==> config.mk <==
export PLATFORM = sky130hd
export DESIGN_NAME = earliest_free_worker_scheduler_top
export DESIGN_NICKNAME = d
export VERILOG_FILES = /design/src/rtl/efws_pkg.sv /design/src/rtl/efws_cell.sv /design/src/rtl/efws_chain.sv /design/src/rtl/earliest_free_worker_scheduler_top.sv
export SDC_FILE = /design/constraint.sdc
export NUM_CORES = 2
export LEC_CHECK = 0
export CORE_UTILIZATION = 40
export CTS_BUF_LIST = sky130_fd_sc_hd__clkbuf_8
export CTS_CLUSTER_DIAMETER = 40
export DETAILED_ROUTE_END_ITERATION = 12
export DONT_BUFFER_PORTS = 1
export MAX_ROUTING_LAYER = met4
export PLACE_DENSITY = 0.64
export SYNTH_ARGS = -nofsm -noshare
export SYNTH_HDL_FRONTEND = slang
export SYNTH_HIERARCHICAL = 1
export SYNTH_SLANG_ARGS = --single-unit
==> constraint.sdc <==
create_clock -name clk -period 6 [get_ports clk]
set_input_delay 1.2 -clock clk [delete_from_list [all_inputs] [get_ports clk]]
set_output_delay 1.2 -clock clk [all_outputs]
set_load 0.01 [all_outputs]
==> src/rtl/efws_pkg.sv <==
// Shared constants and types for the earliest-free worker scheduler.
package efws_pkg;

    localparam int MAX_WORKERS_DEF = 16;
    localparam int TIME_W          = 63;
    localparam int DUR_W           = 32;
    localparam int WORKER_W        = 4;
    localparam int CNT_W           = 5;

    localparam logic [CNT_W-1:0]  CNT_RESET = 5'd16;
    localparam logic [TIME_W-1:0] TIME_MAX  = {TIME_W{1'b1}};

    typedef enum logic [1:0] {
        ST_IDLE,
        ST_SCAN,
        ST_DONE
    } state_t;

endpackage

==> src/rtl/efws_cell.sv <==
// One worker cell: holds a free time and refines the passing minimum wave.
module efws_cell
    import efws_pkg::*;
#(
    parameter int INDEX = 0,
    parameter int IDX_W = 4
) (
    input  logic              clk,
    input  logic              rst_n,
    input  logic              active,
    input  logic              wave_in_valid,
    input  logic [TIME_W-1:0] wave_in_time,
    input  logic [IDX_W-1:0]  wave_in_idx,
    output logic              wave_out_valid,
    output logic [TIME_W-1:0] wave_out_time,
    output logic [IDX_W-1:0]  wave_out_idx,
    input  logic              upd_en,
    input  logic [TIME_W-1:0] upd_time
);

    logic [TIME_W-1:0] free_time_reg;
    logic              wave_valid_reg;
    logic [TIME_W-1:0] wave_time_reg;
    logic [IDX_W-1:0]  wave_idx_reg;
    logic              take;

    // Strict less-than keeps the lower index on equal times.
    assign take = active && (free_time_reg < wave_in_time);

    always_ff @(posedge clk or negedge rst_n)
    begin
        if (!rst_n)
        begin
            free_time_reg  <= '0;
            wave_valid_reg <= 1'b0;
        end
        else
        begin
            wave_valid_reg <= wave_in_valid;
            if (upd_en)
            begin
                free_time_reg <= upd_time;
            end
        end
    end

    always_ff @(posedge clk)
    begin
        if (take)
        begin
            wave_time_reg <= free_time_reg;
            wave_idx_reg  <= IDX_W'(INDEX);
        end
        else
        begin
            wave_time_reg <= wave_in_time;
            wave_idx_reg  <= wave_in_idx;
        end
    end

    assign wave_out_valid = wave_valid_reg;
    assign wave_out_time  = wave_time_reg;
    assign wave_out_idx   = wave_idx_reg;

endmodule

==> src/rtl/efws_chain.sv <==
// Row of worker cells with the update decode and active-worker mask.
module efws_chain
    import efws_pkg::*;
#(
    parameter int MAX_WORKERS = MAX_WORKERS_DEF,
    parameter int IDX_W       = 4
) (
    input  logic              clk,
    input  logic              rst_n,
    input  logic [CNT_W-1:0]  count,
    input  logic              launch,
    output logic              best_valid,
    output logic [TIME_W-1:0] best_time,
    output logic [IDX_W-1:0]  best_idx,
    input  logic              upd_en,
    input  logic [IDX_W-1:0]  upd_idx,
    input  logic [TIME_W-1:0] upd_time
);

    logic              wv [0:MAX_WORKERS];
    logic [TIME_W-1:0] wt [0:MAX_WORKERS];
    logic [IDX_W-1:0]  wi [0:MAX_WORKERS];

    // Start the wave at the largest time so worker 0 always wins ties.
    assign wv[0] = launch;
    assign wt[0] = TIME_MAX;
    assign wi[0] = '0;

    for (genvar k = 0; k < MAX_WORKERS; k++)
    begin : g_cell
        logic act;
        logic hit;

        // A count of zero still leaves worker 0 active.
        assign act = (k == 0) || (32'(k) < 32'(count));
        assign hit = upd_en && (upd_idx == IDX_W'(k));

        efws_cell #(
            .INDEX (k),
            .IDX_W (IDX_W)
        ) u_cell (
            .clk            (clk),
            .rst_n          (rst_n),
            .active         (act),
            .wave_in_valid  (wv[k]),
            .wave_in_time   (wt[k]),
            .wave_in_idx    (wi[k]),
            .wave_out_valid (wv[k+1]),
            .wave_out_time  (wt[k+1]),
            .wave_out_idx   (wi[k+1]),
            .upd_en         (hit),
            .upd_time       (upd_time)
        );
    end

    assign best_valid = wv[MAX_WORKERS];
    assign best_time  = wt[MAX_WORKERS];
    assign best_idx   = wi[MAX_WORKERS];

endmodule

==> src/rtl/earliest_free_worker_scheduler_top.sv <==
// Earliest-free worker scheduler: one job in, one worker assignment out.
//
// Each accepted job goes to the active worker with the smallest next-free
// time, lowest index on ties; the result carries that worker and its start
// time, and the worker's free time then grows by the job duration,
// saturating at 2^63-1. A compare wave walks the row of MAX_WORKERS cells,
// one cell per cycle; its minimum is registered as the scan result and
// then loaded into the output register, and a new job is accepted only
// after the previous result has been loaded there. The output register
// lets the next job start its scan while a result waits. The worker count
// register resets to 16; 0 acts as 1 and values above MAX_WORKERS act as
// MAX_WORKERS. Write it only while no job is in flight.
module earliest_free_worker_scheduler_top
    import efws_pkg::*;
#(
    parameter int MAX_WORKERS = MAX_WORKERS_DEF
) (
    input  logic                clk,
    input  logic                rst_n,
    input  logic                cfg_valid,
    output logic                cfg_ready,
    input  logic [CNT_W-1:0]    cfg_data,
    input  logic                in_valid,
    output logic                in_stall,
    input  logic [DUR_W-1:0]    duration,
    output logic                out_valid,
    input  logic                out_stall,
    output logic [WORKER_W-1:0] worker,
    output logic [TIME_W-1:0]   start_time
);

    localparam int IDX_W = (MAX_WORKERS > 1) ? $clog2(MAX_WORKERS) : 1;

    state_t state_reg;
    state_t state_next;

    logic [CNT_W-1:0]    active_reg;
    logic [DUR_W-1:0]    dur_reg;
    logic [TIME_W-1:0]   best_time_reg;
    logic [IDX_W-1:0]    best_idx_reg;
    logic                out_valid_reg;
    logic [WORKER_W-1:0] worker_reg;
    logic [TIME_W-1:0]   start_time_reg;

    logic              launch;
    logic              capture;
    logic              release_beat;
    logic              out_free;
    logic              chain_valid;
    logic [TIME_W-1:0] chain_time;
    logic [IDX_W-1:0]  chain_idx;
    logic [TIME_W:0]   sum;
    logic [TIME_W-1:0] upd_time;

    assign cfg_ready = 1'b1;

    always_ff @(posedge clk or negedge rst_n)
    begin
        if (!rst_n)
        begin
            active_reg <= CNT_RESET;
        end
        else if (cfg_valid)
        begin
            active_reg <= cfg_data;
        end
    end

    efws_chain #(
        .MAX_WORKERS (MAX_WORKERS),
        .IDX_W       (IDX_W)
    ) u_chain (
        .clk        (clk),
        .rst_n      (rst_n),
        .count      (active_reg),
        .launch     (launch),
        .best_valid (chain_valid),
        .best_time  (chain_time),
        .best_idx   (chain_idx),
        .upd_en     (release_beat),
        .upd_idx    (best_idx_reg),
        .upd_time   (upd_time)
    );

    // Start below 2^63 and duration below 2^32: the sum cannot wrap 64 bits.
    assign sum      = {1'b0, best_time_reg} + (TIME_W+1)'(dur_reg);
    assign upd_time = sum[TIME_W] ? TIME_MAX : sum[TIME_W-1:0];

    assign out_free = !out_valid_reg || !out_stall;

    always_comb
    begin
        state_next = state_reg;
        unique case (state_reg)
            ST_IDLE:
            begin
                if (in_valid)
                begin
                    state_next = ST_SCAN;
                end
            end
            ST_SCAN:
            begin
                if (chain_valid)
                begin
                    state_next = ST_DONE;
                end
            end
            ST_DONE:
            begin
                if (out_free)
                begin
                    state_next = ST_IDLE;
                end
            end
            default:
            begin
                state_next = ST_IDLE;
            end
        endcase
    end

    always_comb
    begin
        launch       = 1'b0;
        capture      = 1'b0;
        release_beat = 1'b0;
        in_stall     = 1'b1;
        unique case (state_reg)
            ST_IDLE:
            begin
                in_stall = 1'b0;
                launch   = in_valid;
            end
            ST_SCAN:
            begin
                capture = chain_valid;
            end
            ST_DONE:
            begin
                release_beat = out_free;
            end
            default:
            begin
                in_stall = 1'b1;
            end
        endcase
    end

    always_ff @(posedge clk or negedge rst_n)
    begin
        if (!rst_n)
        begin
            state_reg     <= ST_IDLE;
            out_valid_reg <= 1'b0;
        end
        else
        begin
            state_reg <= state_next;
            if (release_beat)
            begin
                out_valid_reg <= 1'b1;
            end
            else if (!out_stall)
            begin
                out_valid_reg <= 1'b0;
            end
        end
    end

    always_ff @(posedge clk)
    begin
        if (launch)
        begin
            dur_reg <= duration;
        end
        if (capture)
        begin
            best_time_reg <= chain_time;
            best_idx_reg  <= chain_idx;
        end
        if (release_beat)
        begin
            worker_reg     <= WORKER_W'(best_idx_reg);
            start_time_reg <= best_time_reg;
        end
    end

    assign out_valid  = out_valid_reg;
    assign worker     = worker_reg;
    assign start_time = start_time_reg;

    a_wave_in_scan: assert property (@(posedge clk) disable iff (!rst_n)
        chain_valid |-> state_reg == ST_SCAN)
        else $error("compare wave finished outside a scan");

    a_no_shrink: assert property (@(posedge clk) disable iff (!rst_n)
        release_beat |-> upd_time >= best_time_reg)
        else $error("worker free time moved backward");

    a_active_pick: assert property (@(posedge clk) disable iff (!rst_n)
        release_beat |-> (best_idx_reg == '0 || 32'(best_idx_reg) < 32'(active_reg)))
        else $error("inactive worker picked");

    a_start_loaded: assert property (@(posedge clk) disable iff (!rst_n)
        release_beat |=> out_valid_reg && start_time_reg == $past(best_time_reg))
        else $error("result beat not loaded from scan minimum");

endmodule
# After elaboration in Yosys (flattened, before gate mapping)
# Index checks and enable logic that the tools add are counted.
# classes
muxes	27
n_bitwise	0
order_cmp	31
n_reduce_logical	37
mul	0
n_shift	0
div	0
n_eq_ne	21
addsub	1
# ops
operator	count
$mux 63	16
$lt 63x63->1	15
$add 63x32->64	1
$lt 63x63->1 const B	1
$lt 4x5->1 const A	8
$eq 4x4->1 const B	8
$logic_and 1x1->1	31
$lt 3x5->1 const A	4
$eq 4x3->1 const B	4
$lt 2x5->1 const A	2
$eq 4x2->1 const B	2
$mux 1	7
$mux 2	3
$pmux 2 s3	1
$lt 1x5->1 const A	1
$eq 4x1->1 const B	1
$logic_not 4->1	1
$ne 2x1->1 const B	2
$ne 2x2->1 const B	2
$reduce_and 3->1	1
$eq 2x1->1 const B	1
$eq 2x2->1 const B	1
$logic_not 1->1	2
$logic_not 2->1	1
$logic_or 1x1->1	1
# word_totals
latch_bits	0
romBits	0
output_inout_bits	70
ram_bits	0
wordCells	188
memories	0
regBits	2266
inputBits	42

# Logic depth before layout (Yosys ltp)
# logic_depth
ltp_word	4
mapped_depth	13
ltp_nobuf	11

# By module
# Netlist, hierarchy kept.
# modules_own_cells
module	area_per_inst_um2	cells_per_inst	n_inst
efws_cell (u_chain.g_cell[0].u_cell ...)	6057.1	500	11
efws_cell (u_chain.g_cell[11].u_cell ...)	6060.8	500	4
earliest_free_worker_scheduler_top	8116.5	609	1
efws_cell (u_chain.g_cell[15].u_cell)	6054.6	500	1
efws_chain	262.8	50	1

# Worst setup path before layout
# Ideal clock, no wire load.
# synth_path
path_type	input to register
from	in out_stall
to	reg u_chain.g_cell[12].u_cell.free_time_reg[30]
n_path_buf	2
path_stages	6
arrival_time_ps	6463
required_time_ps	5875
setup_time_ps	125
slack_ps	-588
path_cell_list	a21oi_1 nand3_1 nor3_1 clkbuf_1 buf_1 mux2_2
# synth_between
elab_chain_len	4
# synth_rtl
element	line	source
start, declared	earliest_free_worker_scheduler_top.sv:27	input logic out_stall,
$logic_not 1->1	--	
$logic_or 1x1->1	earliest_free_worker_scheduler_top.sv:89	assign out_free = !out_valid_reg || !out_stall;
$mux 1	earliest_free_worker_scheduler_top.sv:129	unique case (state_reg)
$logic_and 1x1->1	efws_chain.sv:36	assign hit = upd_en && (upd_idx == IDX_W'(k));
named net u_chain.g_cell[12].hit	efws_chain.sv:32	logic hit;
end signal, assigned	efws_cell.sv:42	free_time_reg <= upd_time;
end, declared	efws_cell.sv:21	logic [TIME_W-1:0] free_time_reg;
# The timed path passes the listed nets, and every way through them passes these cells.
# A chain may end at the register's enable or synchronous reset.

# Final worst setup path
# layout_path
from	reg dur_reg[0]
to	reg u_chain.g_cell[13].u_cell.free_time_reg[58]
# layout_between
elab_chain_len	2
# layout_rtl
element	line	source
start, declared	earliest_free_worker_scheduler_top.sv:38	logic [DUR_W-1:0] dur_reg;
start signal, assigned	earliest_free_worker_scheduler_top.sv:175	dur_reg <= duration;
$add 63x32->64	earliest_free_worker_scheduler_top.sv:86	assign sum = {1'b0, best_time_reg} + (TIME_W+1)'(dur_reg);
$mux 63	earliest_free_worker_scheduler_top.sv:87	assign upd_time = sum[TIME_W] ? TIME_MAX : sum[TIME_W-1:0];
named net upd_time[58]	earliest_free_worker_scheduler_top.sv:53	logic [TIME_W-1:0] upd_time;
end signal, assigned	efws_cell.sv:42	
end, declared	efws_cell.sv:21	
# The timed path passes the listed nets, and every way through them passes these cells.

==> results.toml <==
[synthesis]
ys_types = 85
synthAdderAreaFrac = 0.1219
synthMuxAreaShare = 0.2171
synthSimpleGateAreaFrac = 0.05191
synth_xor_area_frac = 0.001830
synth_top_area_frac = 0.2450
netlist_area_um2 = 105300
synth-compound-area-share = 0.05777
postSynthCellCount = 8659
synthArstFlopShare = 0.4546
synth_edf_count = 166
ys_seq_area_frac = 0.4964
ys.flop_type = "dfxtp_1"
yosys_warnings = 6
yosysTopAreaCell = "dfrtp_1"
synth.area.top_cells = "dfrtp_1 25%, dfxtp_1 20%, mux2_2 17%, ha_1 12%, edfxtp_1 4.7%"
synth_seq_cells = 2270
synth_top_family_by_area = "multiplexers"
syn_avg_cell_area_um2 = 12.16

[grt]
grt_overflow = 0
grt_pass1_vias = 68500
grt_max_degree = 214
grtUsageTotal = 0.1680
antenna_found_initial = 4
grt_pass1_wl_um = 353300

[timing]
period_needed_ns = 4.905
max_freq_mhz = 203.9
maxSlewHeadroom = 0.1956
rsz0062_at_grt = "no"
postLayoutSetupSlackWorst_ns = 1.095
finalClockSkew_ns = 0.06964
maxSlewViolCount = 0
fin_crit_sh = 0.8176
worst_slew_pin_slew_ns = 1.207
finalSetupTns_ns = 0
setup_viol = 0
hold_viol = 0

[cts]
h-tree-depth = 5
post-cts-setup-buffer-count = 0
holdBufCountCts = 1
clkSinkCount = 2270
cts_root_buffer = "clkbuf_8"
cts-resized-gates = 0
cts_tree = "done"
numCtsBuffers = 369
clock_path_buffers = 4
insertion_delay_ns = 1.05
path_clk_slew_ns = 0.07

[power]
pwr_density_cell_nw_per_um2 = 382.6
leakage_nw = 55.49
ir_drop_mv = 0.6794

[detailed_routing]
wl_per_cell_um = 16.91
met1_length_um = 96230
firstDrtPassIters = 5
vias = 63870
drc_errors = 0
met3WireLength_um = 6603
ant_nets = 0
via_per_inst = 4.980
met2_length_um = 105000
drtIter0Drc = 2788
maxUsedRoutingLayer = "met4"
routed_wl_um = 216900

[final_layout]
area.sequential_um2 = 52270
drive_above_1_share = 0.2483
final_util = 0.4470
nets = 10080
layoutNonFillerInstCount = 12830
multi_input_area_um2 = 48240
syn_to_final_growth_pct = 11.24
fillers = 23610

[die]
design.die.area_um2 = 265300
rows = 188
initial_core_util = 0.4019
core_area_um2 = 262000
fp.dieH_um = 515.1
die_x_um = 515.1
ios = 112

[critical_path]
worst_ep_arrival_time_ns = 5.76
path_delay_family = "compound AO/OA/AOI/OAI gates"
end_kind = "flop"
path_class = "reg2reg"
start_kind = "flop"
critPathMaxStageDelay_ns = 0.71
critical_path_buf_inv_count = 1
path_cells = "ha_1, fa_1, a21o_1, a41o_1, o2111a_1, or3_4, a311o_4, a311oi_4, buf_4, or3_2, nand3_1, mux2_2"
critPathSlowestCell = "nand3_1"
cp_max_fo = 21
cp.required_ns = 6.86

[outcome]
status = "complete, no violations"

[placement]
portBuffers = 0
dp_cells = 12160
dp_hpwl_um = 157200
globalplace.congestion = 0.8438
pre_cts_slack_ns = 0.6161

[job]
drv_cap = 0

[hold_path]
hold_class = "in2async"
## cells in the final DEF, fill, tap and decap left out, types with 17 or more instances in the layout
master,synthesis,final
mux2_1,416,416
clkbuf_8,0,441
nor3_1,42,39
conb_1,3,132
nand2b_1,57,57
nand2_1,315,315
buf_4,49,74
nor2_1,165,152
nand4_1,142,142
mux2_2,1612,1612
a21oi_1,482,481
clkinv_2,0,36
o2111ai_1,17,17
dfrtp_1,1031,1031
dfxtp_1,1072,1072
ha_1,1024,1024
a211oi_1,50,50
o2bb2ai_1,18,17
nor2b_1,53,53
o21ai_0,208,198
nand3_1,96,95
o211ai_1,34,34
inv_1,1026,1181
or4_1,47,47
edfxtp_1,166,166
a2111oi_0,34,34
and2_1,36,36
a21o_1,56,56
## cells in the mapped netlist, types with 8 or more instances
cell          n
nand2_1     315
buf_6        35
o211ai_1     34
a2111o_1     16
o211ai_2     16
nand4_2      15
nor3_1       42
a21o_1       56
a211oi_1     50
nor2_1      165
nor4_2       16
nor2b_1      53
o21ai_0     208
and3_1       13
inv_1      1026
nand3_1      96
o2bb2ai_1    18
dfxtp_1    1072
and2_1       36
mux2_1      416
a21oi_1     482
a2111oi_0    34
nand4_1     142
o31ai_1      12
clkbuf_1     64
dfrtp_1    1031
xnor2_1      14
edfxtp_1    166
ha_1       1024
buf_8        32
buf_1        59
buf_4        49
mux2_2     1612
nand2b_1     57
or4_1        47
xor2_1        8
o2111ai_1    17
a31oi_1      13
## power breakdown
group	internal (W)	leakage [nW]	switching [W]
clock	0.00717	4.35	0.00594
combinational	0.00575	26.6	0.00835
sequential	0.0169	24.5	0.000742
total	0.0298	55.5	0.0150
## worst reg2reg max path, delay by kind of cell (launching register included)
kind,cells,cell delay [ns]
AND/OR/NAND/NOR,3,1.34
flip-flops,1,0.37
AO/OA/AOI/OAI,5,1.43
multiplexers,1,0.62
adder cells (fa/ha/maj),2,0.65
buffers and inverters,1,0.33
## routing by layer
layer / up-vias / track usage
li1: 31090 / -
met1: 31310 / 0.1958
met2: 1011 / 0.2860
met3: 463 / 0.02460
met4: 0 / 0.07475
met5: - / -
## kinds of logic after synthesis
kind of cell             Yosys count
flip-flops                      2270
multiplexers                    2030
AND/OR/NAND/NOR                 1039
buffers and inverters           1268
adder cells (fa/ha/maj)         1025
other                              3
AO/OA/AOI/OAI                   1002
XOR/XNOR                          22
## through the flow
step           hold slack [ns]  power [W]  cell area (um^2)
2_1_floorplan           0.3312    0.02952            105800
3_3_place_gp            0.3369    0.03187            109800
3_5_place_dp            0.3356    0.03223            109800
4_1_cts                 0.1219    0.04558            117100
5_1_grt                 0.1339    0.04732            117100
6_report                0.2370    0.04482            117100
## final cells by class
cell class / count / share of cell area
diodes: 4 / 0.00008545
clock buffers: 441 / 0.05182
clock inverters: 224 / 0.01067
inverters: 1026 / 0.03288
multi-input cells: 5250 / 0.4118
flip-flops and latches: 2270 / 0.4462
well taps: 3515 / 0.03755
repair buffers: 97 / 0.008972
## final timing paths
| check | from | endpoint | slack, ns | depth (start not counted) |
|---|---|---|---|---|
| min in group clk | duration[24] | dur_reg[24]$_DFFE_PP_ | 0.25 | 0 |
| max in group asynchronous | rst_n | u_chain/g_cell[13].u_cell/free_time_reg[62]$_DFFE_PN0P_ | 2.04 | 5 |
| setup reg to reg | dur_reg[0]$_DFFE_PP_ | u_chain/g_cell[13].u_cell/free_time_reg[58]$_DFFE_PN0P_ | 1.09 | 12 |
| setup / recovery | dur_reg[0]$_DFFE_PP_ | u_chain/g_cell[13].u_cell/free_time_reg[58]$_DFFE_PN0P_ | 1.09 | 12 |
| hold reg to reg | u_chain/g_cell[13].u_cell/wave_out_valid$_DFF_PN0_ | u_chain/g_cell[14].u_cell/wave_out_valid$_DFF_PN0_ | 0.35 | 0 |
| hold / removal | rst_n | u_chain/g_cell[15].u_cell/free_time_reg[26]$_DFFE_PN0P_ | 0.24 | 1 |
No activity file was read; power rests on OpenSTA's default activity.
